File: src/htsed_pkg.sv
package htsed_pkg;

  localparam int unsigned WinDepth = 9;
  localparam int unsigned EntReach = 8;
  localparam int unsigned QDepth = 4;

  localparam logic [7:0] ChLt   = 8'h3C;
  localparam logic [7:0] ChGt   = 8'h3E;
  localparam logic [7:0] ChAmp  = 8'h26;
  localparam logic [7:0] ChSemi = 8'h3B;
  localparam logic [7:0] ChHash = 8'h23;
  localparam logic [7:0] ChSp   = 8'h20;
  localparam logic [7:0] ChPlus = 8'h2B;
  localparam logic [7:0] ChMin  = 8'h2D;
  localparam logic [7:0] ChQuot = 8'h22;
  localparam logic [7:0] ChApos = 8'h27;

  typedef struct packed {
    logic [7:0] in_byte;
    logic       end_of_text;
  } in_item_t;

  typedef struct packed {
    logic [7:0] out_byte;
    logic       text_done;
    logic       no_data;
  } out_item_t;

  function automatic logic is_ws(input logic [7:0] c);
    return c == 8'h20 || (c >= 8'h09 && c <= 8'h0D);
  endfunction

  function automatic logic is_dig(input logic [7:0] c);
    return c >= 8'h30 && c <= 8'h39;
  endfunction

endpackage

File: src/htsed_if.sv
interface htsed_in_if;
  import htsed_pkg::*;
  logic     valid;
  logic     ready;
  in_item_t data;
  modport source (output valid, output data, input ready);
  modport sink (input valid, input data, output ready);
endinterface

interface htsed_out_if;
  import htsed_pkg::*;
  logic      valid;
  logic      ready;
  out_item_t data;
  modport source (output valid, output data, input ready);
  modport sink (input valid, input data, output ready);
endinterface

File: src/htsed_front.sv
module htsed_front
  import htsed_pkg::*;
(
  input  logic              clk_i,
  input  logic              rst_ni,
  htsed_in_if.sink          in_if,
  output logic              q_valid_o,
  output in_item_t          q_data_o,
  input  logic              q_pop_i
);
  localparam int unsigned AW = $clog2(QDepth);

  in_item_t          mem_q [QDepth];
  logic [AW-1:0]     wp_q, rp_q;
  logic [AW:0]       cnt_q;
  logic              push;

  assign in_if.ready = cnt_q != (AW+1)'(QDepth);
  assign push        = in_if.valid && in_if.ready;
  assign q_valid_o   = cnt_q != '0;
  assign q_data_o    = mem_q[rp_q];

  always_ff @(posedge clk_i) begin
    if (push) mem_q[wp_q] <= in_if.data;
  end

  always_ff @(posedge clk_i or negedge rst_ni) begin
    if (!rst_ni) begin
      wp_q <= '0;
      rp_q <= '0;
      cnt_q <= '0;
    end else begin
      if (push) wp_q <= wp_q + 1'b1;
      if (q_pop_i) rp_q <= rp_q + 1'b1;
      cnt_q <= cnt_q + (AW+1)'(push) - (AW+1)'(q_pop_i);
    end
  end
endmodule

File: src/htsed_back.sv
module htsed_back
  import htsed_pkg::*;
(
  input  logic       clk_i,
  input  logic       rst_ni,
  input  logic       q_valid_i,
  input  in_item_t   q_data_i,
  output logic       q_pop_o,
  htsed_out_if.source out_if
);
  typedef enum logic [2:0] {
    S_IDLE, S_SCAN, S_NUM, S_EMIT, S_DONE
  } state_e;

  state_e       state_q;
  logic [7:0]   win_q [WinDepth];
  logic [3:0]   fill_q;
  logic         tag_q;
  logic         last_q;
  logic [7:0]   hb_q;
  logic         hv_q;
  logic [3:0]   skip_q;
  logic [3:0]   ni_q, nend_q;
  logic [1:0]   nph_q;
  logic         neg_q;
  logic [31:0]  mag_q;
  logic [7:0]   eb_q [3];
  logic [1:0]   ecnt_q, eidx_q;
  logic         ov_q;
  out_item_t    ob_q;

  logic [3:0]   semi;
  logic         named_ok;
  logic [7:0]   named_b;
  logic [3:0]   blen;
  logic [31:0]  code;
  logic [7:0]   c;
  logic         slot;
  logic         pslot;
  logic         prod;
  logic         drop;
  logic         fin;
  logic [7:0]   pbyte;
  logic         ov_set;
  out_item_t    ob_d;

  assign slot = !ov_q || out_if.ready;
  assign pslot = last_q ? (!hv_q || slot) : slot;
  assign out_if.valid = ov_q;
  assign out_if.data  = ob_q;
  assign q_pop_o = state_q == S_IDLE && q_valid_i;
  assign c = win_q[0];

  always_comb begin
    semi = '0;
    for (int p = EntReach; p >= 1; p--) begin
      if (4'(p) < fill_q && win_q[p] == ChSemi) semi = 4'(p);
    end
  end

  always_comb begin
    blen = semi - 4'd1;
    named_ok = 1'b1;
    named_b = ChSp;
    if (blen == 4 && win_q[1] == "n" && win_q[2] == "b" && win_q[3] == "s"
        && win_q[4] == "p") named_b = ChSp;
    else if (blen == 3 && win_q[1] == "a" && win_q[2] == "m" && win_q[3] == "p")
      named_b = ChAmp;
    else if (blen == 2 && win_q[1] == "l" && win_q[2] == "t") named_b = ChLt;
    else if (blen == 2 && win_q[1] == "g" && win_q[2] == "t") named_b = ChGt;
    else if (blen == 4 && win_q[1] == "q" && win_q[2] == "u" && win_q[3] == "o"
             && win_q[4] == "t") named_b = ChQuot;
    else if (blen == 4 && win_q[1] == "a" && win_q[2] == "p" && win_q[3] == "o"
             && win_q[4] == "s") named_b = ChApos;
    else named_ok = 1'b0;
  end

  always_comb begin
    prod = 1'b0;
    drop = 1'b0;
    fin = 1'b0;
    pbyte = c;
    case (state_q)
      S_SCAN: begin
        if (fill_q != 0) begin
          if (skip_q != 0 || c == ChLt || c == ChGt || tag_q) begin
            drop = 1'b1;
          end else if (c != ChAmp) begin
            prod = pslot; drop = pslot;
          end else if (semi != 0) begin
            if (win_q[1] != ChHash && !named_ok) begin
              prod = pslot; drop = pslot; pbyte = ChAmp;
            end
          end else if (fill_q == 4'(WinDepth) || last_q) begin
            prod = pslot; drop = pslot; pbyte = ChAmp;
          end
        end
      end
      S_EMIT: begin
        prod = pslot;
        pbyte = eb_q[eidx_q];
      end
      S_DONE: fin = slot;
      default: ;
    endcase
  end

  always_comb begin
    ov_set = (prod && (!last_q || hv_q)) || fin;
    if (fin && hv_q) ob_d = '{out_byte: hb_q, text_done: 1'b1, no_data: 1'b0};
    else if (fin) ob_d = '{out_byte: 8'h00, text_done: 1'b1, no_data: 1'b1};
    else if (last_q) ob_d = '{out_byte: hb_q, text_done: 1'b0, no_data: 1'b0};
    else ob_d = '{out_byte: pbyte, text_done: 1'b0, no_data: 1'b0};
  end

  assign code = neg_q ? -mag_q : mag_q;

  always_ff @(posedge clk_i) begin
    if (state_q == S_IDLE && q_valid_i) win_q[fill_q] <= q_data_i.in_byte;
    if (drop) begin
      for (int i = 0; i < WinDepth - 1; i++) win_q[i] <= win_q[i+1];
    end
  end

  always_ff @(posedge clk_i or negedge rst_ni) begin
    if (!rst_ni) begin
      state_q <= S_IDLE;
      fill_q <= '0;
      tag_q <= 1'b0;
      last_q <= 1'b0;
      hb_q <= '0;
      hv_q <= 1'b0;
      skip_q <= '0;
      ov_q <= 1'b0;
      ni_q <= '0; nend_q <= '0; nph_q <= '0; neg_q <= 1'b0; mag_q <= '0;
      ecnt_q <= '0; eidx_q <= '0;
      for (int i = 0; i < 3; i++) eb_q[i] <= '0;
      ob_q <= '0;
    end else begin
      ov_q <= ov_set || (ov_q && !out_if.ready);
      if (ov_set) ob_q <= ob_d;
      if (prod && last_q) begin
        hb_q <= pbyte;
        hv_q <= 1'b1;
      end
      case (state_q)
        S_IDLE: begin
          if (q_valid_i) begin
            fill_q <= fill_q + 4'd1;
            last_q <= q_data_i.end_of_text;
            state_q <= S_SCAN;
          end
        end
        S_SCAN: begin
          if (fill_q == 0) begin
            state_q <= last_q ? S_DONE : S_IDLE;
          end else begin
            if (drop) fill_q <= fill_q - 4'd1;
            if (skip_q != 0) begin
              skip_q <= skip_q - 4'd1;
            end else if (c == ChLt) begin
              tag_q <= 1'b1;
            end else if (c == ChGt) begin
              tag_q <= 1'b0;
            end else if (!tag_q && c == ChAmp) begin
              if (semi != 0) begin
                if (win_q[1] == ChHash) begin
                  ni_q <= 4'd2; nend_q <= semi; nph_q <= '0;
                  neg_q <= 1'b0; mag_q <= '0;
                  state_q <= S_NUM;
                end else if (named_ok) begin
                  eb_q[0] <= named_b; ecnt_q <= 2'd1; eidx_q <= '0;
                  skip_q <= semi + 4'd1;
                  state_q <= S_EMIT;
                end
              end else if (!(fill_q == 4'(WinDepth) || last_q)) begin
                state_q <= S_IDLE;
              end
            end
          end
        end
        S_NUM: begin
          if (ni_q < nend_q && nph_q == 0 && is_ws(win_q[ni_q])) begin
            ni_q <= ni_q + 4'd1;
          end else if (ni_q < nend_q && nph_q == 0
                       && (win_q[ni_q] == ChPlus || win_q[ni_q] == ChMin)) begin
            neg_q <= win_q[ni_q] == ChMin; ni_q <= ni_q + 4'd1; nph_q <= 2'd1;
          end else if (ni_q < nend_q && nph_q != 2'd2 && is_dig(win_q[ni_q])) begin
            mag_q <= mag_q * 32'd10 + 32'(win_q[ni_q] - 8'h30);
            ni_q <= ni_q + 4'd1; nph_q <= 2'd1;
          end else if (nph_q != 2'd2) begin
            nph_q <= 2'd2;
          end else begin
            eidx_q <= '0;
            skip_q <= nend_q + 4'd1;
            state_q <= S_EMIT;
            if (code == 32'd160 || $signed(code) < 32) begin
              eb_q[0] <= ChSp; ecnt_q <= 2'd1;
            end else if ($signed(code) <= 126) begin
              eb_q[0] <= code[7:0]; ecnt_q <= 2'd1;
            end else if (code <= 32'h7FF) begin
              eb_q[0] <= 8'hC0 | 8'(code >> 6);
              eb_q[1] <= 8'h80 | {2'b00, code[5:0]};
              ecnt_q <= 2'd2;
            end else begin
              eb_q[0] <= 8'hE0 | 8'(code >> 12);
              eb_q[1] <= 8'h80 | {2'b00, code[11:6]};
              eb_q[2] <= 8'h80 | {2'b00, code[5:0]};
              ecnt_q <= 2'd3;
            end
          end
        end
        S_EMIT: begin
          if (prod) begin
            eidx_q <= eidx_q + 2'd1;
            if (eidx_q + 2'd1 == ecnt_q) state_q <= S_SCAN;
          end
        end
        S_DONE: begin
          if (fin) begin
            hv_q <= 1'b0;
            fill_q <= '0; tag_q <= 1'b0; skip_q <= '0;
            last_q <= 1'b0;
            state_q <= S_IDLE;
          end
        end
        default: state_q <= S_IDLE;
      endcase
    end
  end
endmodule

File: src/html_tag_strip_entity_decode.sv
// Each accepted item is written into the window, which is then scanned position by
// position; a numeric entity is parsed from its body bytes before its bytes are emitted.
// The core takes one item at a time; a 4-entry input queue absorbs bursts.
// Results of a document's last item are held one deep until the done mark is known,
// then leave one per cycle while the output is not stalled.
// Reset (rst_ni low, asynchronous) empties the queue, window, tag flag and output.
module html_tag_strip_entity_decode
  import htsed_pkg::*;
(
  input  logic         clk_i,
  input  logic         rst_ni,
  htsed_in_if.sink     in_if,
  htsed_out_if.source  out_if
);
  logic     q_valid, q_pop;
  in_item_t q_data;

  htsed_front u_front (
    .clk_i, .rst_ni, .in_if,
    .q_valid_o(q_valid), .q_data_o(q_data), .q_pop_i(q_pop)
  );

  htsed_back u_back (
    .clk_i, .rst_ni,
    .q_valid_i(q_valid), .q_data_i(q_data), .q_pop_o(q_pop), .out_if
  );
endmodule

File: src/flat_wrapper.sv
// flat-port wrapper written by rule: the top's interface ports become plain ports
module html_tag_strip_entity_decode_flat import htsed_pkg::*;
  (clk_i, rst_ni, in_if_valid, in_if_data, in_if_ready, out_if_valid, out_if_data, out_if_ready);
  htsed_in_if in_if_i ();
  htsed_out_if out_if_i ();
  input  logic clk_i;
  input  logic rst_ni;
  input wire logic [$bits(in_if_i.valid)-1:0] in_if_valid;
  input wire logic [$bits(in_if_i.data)-1:0] in_if_data;
  output wire logic [$bits(in_if_i.ready)-1:0] in_if_ready;
  output wire logic [$bits(out_if_i.valid)-1:0] out_if_valid;
  output wire logic [$bits(out_if_i.data)-1:0] out_if_data;
  input wire logic [$bits(out_if_i.ready)-1:0] out_if_ready;
  assign in_if_i.valid = in_if_valid;
  assign in_if_i.data = in_if_data;
  assign in_if_ready = in_if_i.ready;
  assign out_if_valid = out_if_i.valid;
  assign out_if_data = out_if_i.data;
  assign out_if_i.ready = out_if_ready;
  html_tag_strip_entity_decode u_core (.clk_i(clk_i), .rst_ni(rst_ni), .in_if(in_if_i), .out_if(out_if_i));
endmodule
File: config.mk
export PLATFORM = sky130hd
export DESIGN_NAME = html_tag_strip_entity_decode_flat
export DESIGN_NICKNAME = d
export VERILOG_FILES = /design/src/htsed_pkg.sv /design/src/htsed_if.sv /design/src/htsed_front.sv /design/src/htsed_back.sv /design/src/html_tag_strip_entity_decode.sv /design/src/flat_wrapper.sv
export SDC_FILE = /design/constraint.sdc
export NUM_CORES = 1
export LEC_CHECK = 0
export CORE_AREA = 8 8 222 224
export DETAILED_ROUTE_END_ITERATION = 12
export DIE_AREA = 0 0 230 232
export DONT_BUFFER_PORTS = 1
export PLACE_DENSITY = 0.56
export SETUP_SLACK_MARGIN = 0.05
export SYNTH_ARGS = -nofsm -noshare
export SYNTH_HDL_FRONTEND = slang
export SYNTH_HIERARCHICAL = 1
export SYNTH_SLANG_ARGS = --single-unit
File: constraint.sdc
create_clock -name clk_i -period 8.3 [get_ports clk_i]
set_clock_uncertainty 0.2 [all_clocks]
set_input_delay 1.66 -clock clk_i [delete_from_list [all_inputs] [get_ports clk_i]]
set_output_delay 1.66 -clock clk_i [all_outputs]
set_load 0.03 [all_outputs]
### Word level (Yosys, flattened, before mapping)

Memory sizes are Yosys's and may differ from the RTL's.
Cells that the tools add are included.

* register bits: 110
* bits in writable memories: 108
* output and inout bits: 12
* logic and storage cells: 435
* memories: 2

Memories
* u_core.u_back.win_q: depth 9, bits a word 8, read ports 10, clocked after memory_dff 0, wr ports 8, RTL line htsed_back.sv:16 `logic [7:0] win_q [WinDepth];`
* u_core.u_front.mem_q: depth 4, bits a word 9, read ports 1, clocked after memory_dff 0, wr ports 1, RTL line htsed_front.sv:13 `in_item_t mem_q [QDepth];`

* $add $sub $neg: 15
* multipliers: 1
* $lt $le $gt $ge: 17
* equality and inequality tests: 80
* multiplexer cells: 196
* bitwise gates (word level): 12
* reduce and logical (&&, ||, !) cells: 88

Operators by type and width (count)
* $mux 32: 11
* $mux 8: 20
* $mux 4: 35
* $eq 8x7->1 const B: 16
* $eq 8x6->1 const B: 15
* $mux 24: 4
* $mux 2: 38
* $pmux 32 s2: 1
* $mux 3: 20
* $mux 1: 43
* $logic_and 1x1->1: 42
* $ne 2x2->1 const B: 21
* $ne 3x3->1 const B: 12
* $add 32x32->32: 1
* $eq 32x8->1 const B: 1
* $le 32x11->1 const B: 1
* $le 32x8->1 const B: 1
* $lt 32x7->1 const B: 1
* $mul 32x3->31 const B: 1
* $mux 16: 2
* $neg 32->32: 1
* $pmux 8 s2: 2
* $mux 10: 3
* $reduce_and 14->1: 2
* other kinds (54): 115

### Longest topological paths before layout

An unclocked memory read counts as a cell.

* depth after elaboration: 35
* mapped depth: 25
* mapped depth without buffers: 25

### Hierarchy

The synthesis kept the hierarchy.

By module, submodules not included
* htsed_back: times used 1, cells an instance 1703, area an instance 16239.3 um^2
* htsed_front: times used 1, cells an instance 87, area an instance 1761.7 um^2

### Least setup slack after synthesis

OpenSTA, ideal clock, no wires.

* path type: reg2reg
* start point: reg u_core.u_back.ni_q[1]
* end point: reg u_core.u_back.mag_q[31]
* library setup time: 96 ps
* data arrival time: 6469 ps
* data required time: 8004 ps
* slack: 1536 ps
* cell stages (with the launch flop): 19
* clock period less this slack: 6764 ps
* path through: dfrtp_1 clkbuf_1 clkbuf_1 mux4_2 a22oi_1 and2_1 inv_1 ha_1 nor3_1 ha_1 a21o_1 o41ai_1 o31ai_1 a211oi_1 o21ai_0 a311oi_1 o2bb2ai_1 xnor2_1 o31ai_1

* cells in the longest elaborated chain, start to end: 7
* elaborated cells on any way between the ends: 28

RTL lines
* from (decl): RTL line htsed_back.sv:23 `logic [3:0] ni_q, nend_q;`
* from (signal assigned): RTL line htsed_back.sv:184 `ni_q <= ni_q + 4'd1;`
* $mem_v2 9x8
* $sub 8x6->9, or another cell as far along: RTL line htsed_back.sv:189 `mag_q <= mag_q * 32'd10 + 32'(win_q[ni_q] - 8'h30);`
* $add 32x32->32 or $logic_and 1x1->1 (tied branches): RTL line htsed_back.sv:189, htsed_pkg.sv:30
* $mux 32 or $logic_or 1x1->1 (tied branches): RTL line htsed_back.sv:188, htsed_pkg.sv:30
* $mux 32 or $logic_and 1x1->1 (tied branches): RTL line htsed_back.sv:185, htsed_back.sv:183
* $mux 32 or $ne 2x2->1 (tied branches)
* $pmux 32 s2 or $reduce_and 11->1 (tied branches)
* to (signal assigned): RTL line htsed_back.sv:189
* to (decl): RTL line htsed_back.sv:26 `logic [31:0] mag_q;`

Parallel ways exist; a longest one is shown, timed or not. The select of a mux whose other input is x is not followed.
A chain may end at the register's enable or synchronous reset.

### Worst setup path after layout

* start point: reg u_core.u_back.ni_q[0]
* end point: reg u_core.u_back.mag_q[31]

Same word-level chain as after synthesis.

==> metrics.yaml <==
clocking:
  clk_path_buf_depth: 3
  ctsHtreeMaxLevel: 1
  cts_tree: "yes"
  clock_latency_ns: 0.59
  post_cts_buffers: 0
  clock-sinks: 273
  cts_made_buffers: 31
  clk_pin_slew_ns: 0.07
  ctsResizeCount: 0
  ctsRootBufferMaster: "clkbuf_16"
  holdBufCountCts: 0
finish:
  fin_nets: 1889
  antenna_cells: 0
  synthToLayoutAreaGrowth_pct: 9.13
  fill_cells: 4350
  final_cells: 2391
  drive_gt1_share_pct: 8.24
  final_area_mm2: 0.0196
  final_core_util_pct: 42.8
place:
  place_area_mm2: 0.0186
  io_buffers: 0
  place_congestion: 0.934
  dp_hpwl_um: 37000
  dp.cells: 2334
min_path:
  worstHoldPathType: "register to register"
  min_delay_path_depth: 1
timing:
  relSlewSlack_pct: 15.1
  finalSetupViolations: 0
  finalHoldViolCount: 0
  rsz0062_at_grt: "no"
  post-route-period-util_pct: 74.9
  max_freq_ghz: 0.161
  drv_slew: 0
  tns_ns: 0
  whs_ns: 0.267
  min_period_ns: 6.21
  worst_slew_pin_slew_ns: 1.26
pwr:
  leakagePower_nw: 8.10
  vdd_drop_max_mv: 0.210
  cellPowerDensity_mw_per_mm2: 376
logic_synthesis:
  synth_cell_types: 92
  ys_ff_latch: 273
  synth_edf_count: 164
  yosys_most_used_dff: "edfxtp_1"
  yosysTopAreaCell: "edfxtp_1"
  synth_area_per_cell_um2: 10.1
  syn_nets: 1919
  ys_warn_count: 6
  synth_top_area_share_pct: 27.4
  netlist_top_cells_area: "edfxtp_1, dfrtp_1, ha_1, nand2_1, mux4_2"
  yosysSeqAreaShare_pct: 42.5
  synthesis.area_mm2: 0.0180
  synth_cells: 1790
  async_reset_ff_share_pct: 39.9
drt:
  dr_total_vias: 14000
  drt_pre_antenna_iters: 6
  drtIter0Drc: 1358
  ant_nets: 0
  viasPerCell: 5.86
  wire_per_inst_um: 20.9
  routed_wl_um: 49900
  drcViolationCount: 0
setup_path:
  crit_type: "register to register"
  end_kind: "register"
  cp.arrival_ns: 6.50
  required_ns: 8.59
  reg2reg_depth: 17
  cp-start-kind: "register"
  worstPathMaxFanout: 33
floorplan:
  die_w_um: 230
  die_area_mm2: 0.0534
  core_mm2: 0.0459
  pin_count: 25
  start_util_pct: 39.2
  die_h_um: 232
  fp-row-count: 79
global_route:
  first_global_vias: 13700
  grt_pass1_wl_um: 79400
  antenna_found_initial: 0
  grt_max_degree: 110
  grt_overflow: 0
  grt_usage_pct: 18.4
outcome:
  status: "finished clean"
flow_run:
  cap_viol_max_count: 0
[cells in the mapped netlist (all sizes together) (14+ instances only)]
library cell	n
nand4	19
xor2	27
nor2	113
a21o	38
mux4	35
mux2	31
ha	113
nor4	23
o21ai	98
clkbuf	53
a211oi	15
nor2b	21
dfrtp	109
and3	14
xnor2	51
edfxtp	164
o211ai	21
nand2	268
o31ai	41
a22oi	16
and2	18
mux2i	32
nand2b	18
a21oi	90
nand3	34
or3	15
buf	20
inv	59
nor3	35
[registers in the layout (all words and copies together), names as in the netlist, 2 cells and up]
register,count
u_core/u_back/out_if.data,10
u_core/u_back/win_q,128
u_core/u_back/nend_q,4
u_core/u_back/ni_q,4
u_core/u_back/ecnt_q,2
u_core/u_back/eidx_q,2
u_core/u_front/rp_q,2
u_core/u_front/wp_q,2
u_core/u_back/state_q,3
u_core/u_back/skip_q,4
u_core/u_back/nph_q,2
u_core/u_back/mag_q,32
u_core/u_back/fill_q,4
u_core/u_front/cnt_q,3
u_core/u_front/mem_q,36
u_core/u_back/eb_q,22
u_core/u_back/hb_q,8
[placed cells by master (no fill, tap or decap), types with 14 or more instances in the layout]
| cell | synthesis | routed |
|---|---|---|
| a21o_1 | 38 | 37 |
| edfxtp_1 | 164 | 164 |
| o211ai_1 | 21 | 21 |
| a211oi_1 | 15 | 15 |
| nand3_1 | 34 | 34 |
| nor4_1 | 19 | 19 |
| mux2i_1 | 32 | 32 |
| o21ai_0 | 83 | 83 |
| nor2_1 | 113 | 112 |
| nand2_1 | 268 | 268 |
| o31ai_1 | 41 | 41 |
| a21oi_1 | 90 | 90 |
| clkbuf_16 | 0 | 31 |
| nor2b_1 | 21 | 21 |
| a22oi_1 | 16 | 16 |
| nand2b_1 | 18 | 18 |
| inv_1 | 59 | 59 |
| o21ai_1 | 15 | 15 |
| or3_1 | 15 | 15 |
| xor2_1 | 27 | 27 |
| nand4_1 | 19 | 19 |
| and3_1 | 14 | 14 |
| mux2_2 | 19 | 19 |
| mux4_2 | 34 | 34 |
| nor3_1 | 32 | 31 |
| and2_1 | 18 | 18 |
| xnor2_1 | 51 | 51 |
| ha_1 | 113 | 113 |
| dfrtp_1 | 109 | 108 |
[cell families (layout without fill, tap and decap cells)]
group                      after synthesis  after routing  share of synthesized area (%)
DFF                                    273            273                           42.5
xor gates and xnor gates                78             78                           3.80
and+or+nand+nor                        654            654                           18.2
adders and majority gates              116            116                           8.19
muxes                                   98             98                           8.12
AOI/OAI and AO/OA                      438            438                           16.3
buffers and inverters                  133            127                           2.92
[metrics by stage]
stage | setup slack [ns] | total power [mW]
final | 2.09 | 7.39
after global routing | 1.58 | 7.86
after CTS | 2.08 | 7.40
after detailed placement | 2.10 | 5.92
after global placement | 2.29 | 5.88
after floorplan | 1.54 | 4.86
[report_power, final]
part,switching (mW),internal [mW],leakage (nW)
sequential,0.586,2.04,2.98
combinational,2.09,1.22,4.61
clock,0.599,0.851,0.512
[final timing paths]
kind                                                         start                                  end  slack (ns)
worst max-delay path             u_core/u_back/ni_q[0]$_DFFE_PN0P_  u_core/u_back/mag_q[31]$_DFFE_PN0P_        2.09
worst min-delay path            u_core/u_back/eb_q[15]$_DFFE_PN0P_   u_core/u_back/eb_q[15]$_DFFE_PN0P_        0.27
worst max register to register   u_core/u_back/ni_q[0]$_DFFE_PN0P_  u_core/u_back/mag_q[31]$_DFFE_PN0P_        2.09
worst min register to register  u_core/u_back/eb_q[15]$_DFFE_PN0P_   u_core/u_back/eb_q[15]$_DFFE_PN0P_        0.27
max in group asynchronous                                   rst_ni     u_core/u_back/last_q$_DFFE_PN0P_        7.18
min in group asynchronous                                   rst_ni  u_core/u_back/mag_q[26]$_DFFE_PN0P_        0.57
[worst max-delay path: stages, from the launching register on]
cell and delay, ns:
dfrtp_2 0.96, mux4_2 0.60, a22oi_1 0.24, and2_1 0.27
inv_1 0.07, ha_1 0.24, nor3_2 0.20, buf_4 0.33
ha_1 0.34, a21o_1 0.23, o41ai_1 0.64, o31ai_1 0.25
a211oi_1 0.44, o21ai_0 0.31, a311oi_1 0.32, o2bb2ai_1 0.10
xnor2_1 0.13, o31ai_1 0.19
[area by class of cell]
cell class	instances	area [um^2]	area share, %
multi-input combinational	1384	9840	50.1
clock inverter	25	309	1.57
sequential	273	7650	39.0
tap	607	759	3.87
timing repair buffer	10	75.1	0.382
clock buffer	32	779	3.97
inverter	60	225	1.15
[layer usage]
layer | vias up | global-route usage (%) | part of all wire (%)
li1 | 6691 | - | -
met1 | 6852 | 24.7 | 45
met2 | 374 | 30.5 | 47
met3 | 90 | 2.10 | 4.6
met4 | 0 | 6.55 | 3.7
met5 | - | 0 | 0
(Power assumes the default switching activity.)
